**src/hdl/assert_macros.svh**
```systemverilog
// Assertion macros shared by the list engine RTL.
`ifndef ASSERT_MACROS_SVH
`define ASSERT_MACROS_SVH

// Same-cycle implication, disabled while in reset.
`define ASSERT_IMPLIES(lbl, clk, rst, ante, cons) \
  lbl: assert property (@(posedge clk) disable iff (rst) (ante) |-> (cons)) \
    else $error("assertion failed");

// Next-cycle implication, disabled while in reset.
`define ASSERT_NEXT(lbl, clk, rst, ante, cons) \
  lbl: assert property (@(posedge clk) disable iff (rst) (ante) |=> (cons)) \
    else $error("assertion failed");

`endif

```
**src/hdl/ple_pkg.sv**
```systemverilog
// Types and constants for the positional list engine.
package ple_pkg;

  localparam int OP_W    = 3;
  localparam int IDX_W   = 5;
  localparam int VAL_W   = 31;
  localparam int RES_W   = 32;
  localparam int ENTRY_W = 5;

  localparam logic [OP_W-1:0] OP_GET    = 3'd0;
  localparam logic [OP_W-1:0] OP_INSERT = 3'd1;
  localparam logic [OP_W-1:0] OP_FIND   = 3'd2;
  localparam logic [OP_W-1:0] OP_REMOVE = 3'd3;
  localparam logic [OP_W-1:0] OP_CLEAR  = 3'd4;

  localparam logic signed [RES_W-1:0] RES_FAIL = {RES_W{1'b1}};
  localparam logic signed [RES_W-1:0] RES_ONE  = RES_W'(1);
  localparam logic signed [RES_W-1:0] RES_ZERO = '0;

  // Cell update modes
  localparam logic [1:0] CELL_HOLD   = 2'd0;
  localparam logic [1:0] CELL_ROTATE = 2'd1;
  localparam logic [1:0] CELL_INSERT = 2'd2;
  localparam logic [1:0] CELL_REMOVE = 2'd3;

  typedef struct packed {
    logic [1:0]       mode;
    logic [IDX_W-1:0] idx;
    logic [VAL_W-1:0] value;
  } cell_ctl_t;

endpackage

```
**src/hdl/ple_cell.sv**
```systemverilog
// One entry: holds a value; loads the insert value or a neighbor's on shifts.
module ple_cell #(
  parameter int POS_W = 4
) (
  input  logic                    clk,
  input  ple_pkg::cell_ctl_t      ctl,
  input  logic [POS_W-1:0]        pos,
  input  logic [ple_pkg::VAL_W-1:0] lower,
  input  logic [ple_pkg::VAL_W-1:0] upper,
  output logic [ple_pkg::VAL_W-1:0] data
);
  import ple_pkg::*;

  localparam int CW = (POS_W > IDX_W) ? POS_W : IDX_W;

  logic [CW-1:0]    pos_ext;
  logic [CW-1:0]    idx_ext;
  logic [VAL_W-1:0] data_next;

  assign pos_ext = CW'(pos);
  assign idx_ext = CW'(ctl.idx);

  always_comb begin
    data_next = data;
    case (ctl.mode)
      CELL_ROTATE: begin
        data_next = upper;
      end
      CELL_INSERT: begin
        if (pos_ext > idx_ext) begin
          data_next = lower;
        end else if (pos_ext == idx_ext) begin
          data_next = ctl.value;
        end
      end
      CELL_REMOVE: begin
        if (pos_ext >= idx_ext) begin
          data_next = upper;
        end
      end
      default: begin
        data_next = data;
      end
    endcase
  end

  always_ff @(posedge clk) begin
    data <= data_next;
  end

endmodule

```
**src/hdl/positional_list_engine_top.sv**
```systemverilog
// Positional list engine top level: a row of entry cells plus its sequencer.
// Insert, clear, unused codes and out-of-range get/remove: result registered in the cycle after the beat.
// Get and find: one full rotation of the cell ring past cell 0.
// Remove: the rotation and then the shift-down state.
// One item at a time; the next beat is taken once the engine is idle and the result register is free.
// Synchronous active-high reset empties the list; entry contents are not cleared.
`include "assert_macros.svh"

module positional_list_engine_top #(
  parameter int DEPTH = 16
) (
  input  logic                          clk,
  input  logic                          rst,
  input  logic                          req_valid,
  output logic                          req_stall,
  input  logic [ple_pkg::OP_W-1:0]      operation,
  input  logic [ple_pkg::IDX_W-1:0]     index,
  input  logic [ple_pkg::VAL_W-1:0]     value,
  output logic                          rsp_valid,
  input  logic                          rsp_stall,
  output logic signed [ple_pkg::RES_W-1:0] result,
  output logic                          success,
  output logic [ple_pkg::ENTRY_W-1:0]   entry_count
);
  import ple_pkg::*;

  localparam int PW    = $clog2(DEPTH);
  localparam int CNT_W = $clog2(DEPTH + 1);
  localparam int CMP_W = (CNT_W > IDX_W) ? CNT_W : IDX_W;

  localparam logic [1:0] ST_IDLE  = 2'd0;
  localparam logic [1:0] ST_SCAN  = 2'd1;
  localparam logic [1:0] ST_SHIFT = 2'd2;

  logic [1:0]       state, state_next;
  logic [PW-1:0]    step, step_next;
  logic [CNT_W-1:0] count, count_next;
  logic [OP_W-1:0]  cur_op, cur_op_next;
  logic [IDX_W-1:0] cur_idx, cur_idx_next;
  logic [VAL_W-1:0] key, key_next;
  logic signed [RES_W-1:0] res, res_next;
  logic             found, found_next;

  logic             req_accept;
  logic             ins_ok;
  logic             idx_in_range;
  logic             load_out;
  logic signed [RES_W-1:0] out_res;
  logic             out_ok;
  logic             scan_hit;
  logic             scan_last;
  logic signed [RES_W-1:0] res_scan;
  logic             found_scan;

  cell_ctl_t        cell_ctl;
  logic [VAL_W-1:0] cell_data [DEPTH];

  // Cell ring: lower neighbor for insert, upper neighbor (wrapping) for remove/rotate.
  for (genvar k = 0; k < DEPTH; k++) begin : g_cell
    logic [VAL_W-1:0] lower_data;
    if (k == 0) begin : g_first
      assign lower_data = '0;
    end else begin : g_rest
      assign lower_data = cell_data[k-1];
    end
    ple_cell #(.POS_W(PW)) u_cell (
      .clk   (clk),
      .ctl   (cell_ctl),
      .pos   (PW'(k)),
      .lower (lower_data),
      .upper (cell_data[(k + 1) % DEPTH]),
      .data  (cell_data[k])
    );
  end

  assign req_stall  = rst || (state != ST_IDLE) || (rsp_valid && rsp_stall);
  assign req_accept = req_valid && !req_stall;

  assign idx_in_range = CMP_W'(index) < CMP_W'(count);
  assign ins_ok = (CMP_W'(index) <= CMP_W'(count)) && (count < CNT_W'(DEPTH));

  // Cell 0 shows entry[step] during the scan.
  assign scan_last = step == PW'(DEPTH - 1);
  always_comb begin
    if (cur_op == OP_FIND) begin
      scan_hit = !found && (CMP_W'(step) < CMP_W'(count)) && (cell_data[0] == key);
    end else begin
      scan_hit = CMP_W'(step) == CMP_W'(cur_idx);
    end
    res_scan   = res;
    found_scan = found | scan_hit;
    if (scan_hit) begin
      if (cur_op == OP_FIND) begin
        res_scan = RES_W'(step);
      end else begin
        res_scan = RES_W'(cell_data[0]);
      end
    end
  end

  always_comb begin
    state_next   = state;
    step_next    = step;
    count_next   = count;
    cur_op_next  = cur_op;
    cur_idx_next = cur_idx;
    key_next     = key;
    res_next     = res;
    found_next   = found;
    load_out     = 1'b0;
    out_res      = RES_FAIL;
    out_ok       = 1'b0;
    cell_ctl.mode  = CELL_HOLD;
    cell_ctl.idx   = index;
    cell_ctl.value = value;

    case (state)
      ST_IDLE: begin
        if (req_accept) begin
          cur_op_next  = operation;
          cur_idx_next = index;
          key_next     = value;
          res_next     = RES_FAIL;
          found_next   = 1'b0;
          step_next    = '0;
          case (operation)
            OP_GET, OP_REMOVE: begin
              if (idx_in_range) begin
                state_next = ST_SCAN;
              end else begin
                load_out = 1'b1;
              end
            end
            OP_FIND: begin
              state_next = ST_SCAN;
            end
            OP_INSERT: begin
              load_out = 1'b1;
              if (ins_ok) begin
                cell_ctl.mode = CELL_INSERT;
                count_next    = count + CNT_W'(1);
                out_res       = RES_ONE;
                out_ok        = 1'b1;
              end
            end
            OP_CLEAR: begin
              load_out   = 1'b1;
              count_next = '0;
              out_res    = RES_ZERO;
              out_ok     = 1'b1;
            end
            default: begin
              load_out = 1'b1;
            end
          endcase
        end
      end
      ST_SCAN: begin
        cell_ctl.mode = CELL_ROTATE;
        res_next      = res_scan;
        found_next    = found_scan;
        step_next     = step + PW'(1);
        if (scan_last) begin
          step_next = '0;
          if (cur_op == OP_REMOVE) begin
            state_next = ST_SHIFT;
          end else begin
            state_next = ST_IDLE;
            load_out   = 1'b1;
            out_res    = res_scan;
            out_ok     = found_scan;
          end
        end
      end
      ST_SHIFT: begin
        cell_ctl.mode = CELL_REMOVE;
        cell_ctl.idx  = cur_idx;
        count_next    = count - CNT_W'(1);
        state_next    = ST_IDLE;
        load_out      = 1'b1;
        out_res       = res;
        out_ok        = 1'b1;
      end
      default: begin
        state_next = ST_IDLE;
      end
    endcase
  end

  always_ff @(posedge clk) begin
    if (rst) begin
      state     <= ST_IDLE;
      count     <= '0;
      step      <= '0;
      rsp_valid <= 1'b0;
    end else begin
      state     <= state_next;
      count     <= count_next;
      step      <= step_next;
      rsp_valid <= load_out | (rsp_valid & rsp_stall);
    end
  end

  always_ff @(posedge clk) begin
    cur_op  <= cur_op_next;
    cur_idx <= cur_idx_next;
    key     <= key_next;
    res     <= res_next;
    found   <= found_next;
    if (load_out) begin
      result      <= out_res;
      success     <= out_ok;
      entry_count <= ENTRY_W'(count_next);
    end
  end

  `ASSERT_IMPLIES(a_count_bound, clk, rst, 1'b1, count <= CNT_W'(DEPTH))
  `ASSERT_NEXT(a_insert_grows, clk, rst, req_accept && operation == OP_INSERT && ins_ok,
               count == $past(count) + CNT_W'(1))
  `ASSERT_NEXT(a_scan_done, clk, rst, state == ST_SCAN && scan_last && cur_op != OP_REMOVE,
               rsp_valid && state == ST_IDLE)
  `ASSERT_IMPLIES(a_fail_code, clk, rst, rsp_valid && !success, result == RES_FAIL)

endmodule

```
**config.mk**
```make
export PLATFORM = sky130hd
export DESIGN_NAME = positional_list_engine_top
export DESIGN_NICKNAME = d
export VERILOG_FILES = /design/src/hdl/ple_pkg.sv /design/src/hdl/ple_cell.sv /design/src/hdl/positional_list_engine_top.sv
export VERILOG_INCLUDE_DIRS = /design/src /design/src/hdl
export SDC_FILE = /design/constraint.sdc
export NUM_CORES = 1
export LEC_CHECK = 0
export BUFFER_PORTS_ARGS = -buffer_cell sky130_fd_sc_hd__buf_2
export CAP_MARGIN = 20
export CORE_MARGIN = 4
export CORE_UTILIZATION = 45
export CTS_BUF_LIST = sky130_fd_sc_hd__clkbuf_2
export DETAILED_ROUTE_END_ITERATION = 8
export HOLD_SLACK_MARGIN = 0.03
export PLACE_DENSITY_LB_ADDON = 0.05
export SYNTH_ARGS = -nofsm -noshare
export SYNTH_HDL_FRONTEND = slang
export SYNTH_HIERARCHICAL = 1
export SYNTH_SLANG_ARGS = --single-unit
```
**constraint.sdc**
```tcl
create_clock -name clk -period 6.2 [get_ports clk]
set_clock_uncertainty 0.1 [all_clocks]
set_input_delay 0.62 -clock clk [delete_from_list [all_inputs] [get_ports clk]]
set_output_delay 0.62 -clock clk [all_outputs]
set_load 0.02 [all_outputs]
```
After elaboration in Yosys (flattened, before gate mapping)
Cells that the tools add are included.
{"block": "op_classes", "magnitude_cmp": 36, "n_addsub": 3, "n_mux": 107, "n_bitwise": 3, "reduce_logical": 35, "n_eq_ne": 65}
{"cell": "$mux 31", "n": 49}
{"cell": "$pmux 31 s3", "n": 16}
{"cell": "$mux 32", "n": 6}
{"cell": "$pmux 32 s2", "n": 2}
{"cell": "$pmux 32 s3", "n": 1}
{"cell": "$ne 3x1->1 const B", "n": 17}
{"cell": "$reduce_and 3->1", "n": 16}
{"cell": "$eq 4x5->1 const A", "n": 8}
{"cell": "$ge 4x5->1 const A", "n": 8}
{"cell": "$gt 4x5->1 const A", "n": 8}
{"cell": "$ne 2x1->1 const B", "n": 16}
{"cell": "$eq 31x31->1", "n": 1}
{"cell": "$eq 3x5->1 const A", "n": 4}
{"cell": "$ge 3x5->1 const A", "n": 4}
{"cell": "$gt 3x5->1 const A", "n": 4}
{"cell": "$pmux 5 s2", "n": 2}
{"cell": "$mux 5", "n": 3}
{"cell": "$mux 2", "n": 7}
{"cell": "$eq 3x2->1 const B", "n": 4}
{"cell": "$eq 2x5->1 const A", "n": 2}
{"cell": "$ge 1x5->1 const A", "n": 2}
{"cell": "$ge 2x5->1 const A", "n": 2}
{"cell": "$gt 1x5->1 const A", "n": 2}
{"cell": "$gt 2x5->1 const A", "n": 2}
{"cell": "other kinds (36)", "n": 63}
{"block": "word_totals", "reg_bits": 618, "wordCells": 277}

Depth between registers and ports, before layout
{"block": "logic_depth", "word_depth": 10, "depth_mapped": 14, "ltp_nobuf": 10}

Modules after synthesis
The synthesis kept the hierarchy.
{"mod": "ple_cell", "instances": 16, "cells_each": 195, "seq_area_each_um2": 930.9, "area_each_um2": 1881.8}
{"mod": "positional_list_engine_top", "instances": 1, "cells_each": 518, "seq_area_each_um2": 3543.4, "area_each_um2": 6503.7}

Least setup slack after synthesis
Ideal clock, no wire load.
{"block": "synth_path", "path_type": "in2reg", "start": "in index[3] in the netlist's numbering", "end": "reg g_cell[0].u_cell/data[0] in the netlist's numbering, enable pin", "setup_time_ns": 0.438, "stages": 8, "n_path_buf": 0, "arrival_ns": 5.016, "slack_ns": 0.646, "t_required_ns": 5.662, "cell_sequence": "ha_1 a21o_1 and2_1 o31ai_1 nand2b_1 mux2i_1 nor2_1 a31oi_1"}
{"item": "from (decl)", "line_no": "positional_list_engine_top.sv:17", "text": "input logic [ple_pkg::IDX_W-1:0] index,"}
{"item": "to (signal assigned)", "line_no": "ple_cell.sv:48", "text": "data <= data_next;"}
{"item": "to (decl)", "line_no": "ple_cell.sv:10", "text": "output logic [ple_pkg::VAL_W-1:0] data"}

==> run metrics <==
Final setup viols=0; relative slew slack=~22%; Total Power=23.1 mW; # IOs=83; CTS tree=done; most frequent cells in the layout=606 x edfxtp_1, 522 x nor2_1, 500 x a31oi_1; Syn Area/Cell=between 10 and 15 um2; routed len/inst=~27 um; Core Rows=104; Yosys top cell by area=edfxtp_1; NumNets Final=about 3900; layout cells sized above 1=between 20% and 30%; vias per cell=roughly 6.4; asr flop ratio synth=0%; Netlist cell types=63; Hold Crit Start=operation[2]; top_reg_cell synth=edfxtp_1; Placed Area=37900 um2; CP required=between 7 and 8 ns; power density cells=approximately 570 nW/um2; CP Class=reg2reg; Synth Warn #=6; r2r endpoint=g_cell[3].u_cell/data[23]; Starting Density=between 40% and 50%; r2r worst-path depth=9; Overflow after GRT=0; initial antenna violation count=5; die area=roughly 86000 um2; Die X=between 200 and 300 um; commonest non-fill, non-tap cell in the layout=edfxtp_1; Crit. End Element=flop; RSZ-0062 raised after global routing=false; setup ws final=between 1 and 1.5 ns; clock network power share=13.3%; first-pass GRT wire length=197 mm; DRT Pass-1 Iters=8; synthesized cell area=about 37000 um2; status=complete, no violations; vias=31802; Sink Count=618; number of buffers created by CTS=175; Root Buffer=clkbuf_2; fin crit share=about 80%; post-detail-place hpwl=about 90 mm; Synth Register Bits=618; Setup TNS Final=0 ns; Worst Hold End=state[1]; hold path cells=5; vias in the first global route=between 20000 and 30000; GRT Resource Usage Total=30.4%; Critical Path AT=approximately 5.7 ns; area grow syn2layout=9.92%; max cap viols=0; Clk pin slew, worst setup/hold paths=0.10 ns; residual DRC count=0; fin crit period=a little under 5 ns; CP peak stage delay=between 0.8 and 0.9 ns; CP Cell Sequence=inv_1 -> ha_1 -> mux2_2 -> buf_4 -> inv_1 -> ha_1 -> nand4_1 -> a31oi_4 -> buf_4; Worst R2R Start=state[0]; Leak=14.0 nW; Internal=12.5 mW; IO buf count=between 80 and 90; Max Fclk=206 MHz; Crit Path Max Fanout=31; worst slack at placement=between 1 and 1.5 ns; number of synthesized flops with an enable pin=just over 600; CTS max path bufs=3; Cells after Synth=between 3000 and 4000; global placer's final weighted congestion=between 0.9 and 1; sw frac=a little under half; Crit-path slowest cell=nand4_1; Synth top area share=about half; r2r setup slk=1.36 ns; final wirelength=136 mm; Seq pwr share=between 40% and 50%; Peak VDD IR=between 0.3 and 0.4 mV; worst min path class=in2reg; Hold Vio Cnt, Final=0; Seq/Total Area, Yosys=50.4%; fin area=slightly above 40000 um2; top cells by area, synth=edfxtp_1 50%, a31oi_1 8.8%, nand3_2 6.9%; ANT nets after route=0; CTS H-tree depth=4; Slew @ Worst Pin=~1.2 ns; initial drt markers=about 4000; Clk Latency, worst-skew pair=about 1.4 ns; Comb pwr share=about two fifths; Switch Pwr=between 10 and 15 mW; Util after Layout=between 40% and 50%; area of the core=around 81000 um2; Max Slew Vio Count=0; layout filler cell count=between 7000 and 8000; largest net degree at the start of global routing=63; DIE HEIGHT=293 um; Startpoint Class=flop
## cells by family (layout without fill, tap and decap cells)
family                     after synthesis  count (layout)  synth area share, %
AOI/OAI and AO/OA                     1159            1159                 19.2
other                                    2             100               0.0205
adders and majority gates               79              79                 2.70
and+or+nand+nor                       1283            1283                 20.0
muxes                                    9               9                0.270
buffers and inverters                  451             650                 6.56
xor gates and xnor gates                37              37                0.885
DFF                                    618             618                 50.4
## state kept, by name, summed over array words and instances (netlist names)
signal and cells:
res 32, cur_idx 5, cur_op 3, step 4, result 32, key 31
count 5, g_cell.u_cell/data 496, entry_count 5, state 2, rsp_valid 1, success 1
found 1
## metrics by stage
| step | hold WS (ns) | std cells |
|---|---|---|
| 2_1_floorplan | 0.399 | 3731 |
| 3_3_place_gp | 0.426 | 4610 |
| 3_5_place_dp | 0.436 | 4615 |
| 4_1_cts | 0.0414 | 4978 |
| 5_1_grt | 0.132 | 4994 |
| 6_report | 0.185 | 4995 |
## per-layer routing
layer,track usage (%),vias to the layer above,share of wire [%]
met2,43.6,1860,42
met3,7.19,314,10
met4,15.3,2,5.4
li1,-,14120,-
met1,43.1,15506,42
met5,0,-,0.0096
## critical path, delay by kind of cell (launching register included)
kind                       cells  cell delay [ns]
adders and majority gates      2             0.95
DFF                            1             0.40
AOI/OAI and AO/OA              1             0.44
muxes                          1             0.72
and+or+nand+nor                1             0.81
buffers and inverters          4             0.99
## Yosys cell counts (all sizes together) (22+ instances only)
cell / instances
o211ai: 27
nand4: 22
a221o: 27
edfxtp: 606
xor2: 34
nand3: 541
nor2b: 57
ha: 79
a31oi: 516
nor2: 540
buf: 159
clkbuf: 194
nand2: 42
o21ai: 509
inv: 97
## area by class of cell
| type | instances | area (um2) | share of cell area, % |
|---|---|---|---|
| well taps | 1060 | 1330 | 3.30 |
| flip-flops and latches | 618 | 18400 | 45.8 |
| clock buffers | 262 | 1310 | 3.26 |
| inverters | 98 | 368 | 0.914 |
| clock inverters | 47 | 246 | 0.612 |
| diodes | 5 | 12.5 | 0.0311 |
| multi-input cells | 2662 | 16500 | 41.1 |
| repair buffers | 243 | 2020 | 5.01 |
## worst max path at each step
stage,startpoint,end,slack [ns]
2_1_floorplan,index[3],g_cell[0].u_cell/data[0],0.65
3_3_place_gp,index[3],g_cell[5].u_cell/data[25],1.33
3_5_place_dp,state[0],g_cell[3].u_cell/data[4],1.43
4_1_cts,state[0],g_cell[3].u_cell/data[21],1.34
5_1_grt,state[0],g_cell[3].u_cell/data[17],1.17
6_report,state[0],g_cell[3].u_cell/data[23],1.36
## power by group through the flow
| stage | registers, mW | logic, mW | clock network [mW] |
|---|---|---|---|
| 2_1_floorplan | 9.25 | 6.68 | 0 |
| 3_3_place_gp | 10.4 | 8.89 | 0 |
| 3_5_place_dp | 10.4 | 9.19 | 0 |
| 4_1_cts | 10.3 | 9.25 | 3.13 |
| 5_1_grt | 10.4 | 10.5 | 3.34 |
| 6_report | 10.3 | 9.70 | 3.07 |
## timing repair
item                      in CTS  in global routing
buffers inserted               0                  0
hold buffers                  54                  0
hold endpoints to repair     593                  0
gates resized for setup        0                  0
(Power assumes the default switching activity.)
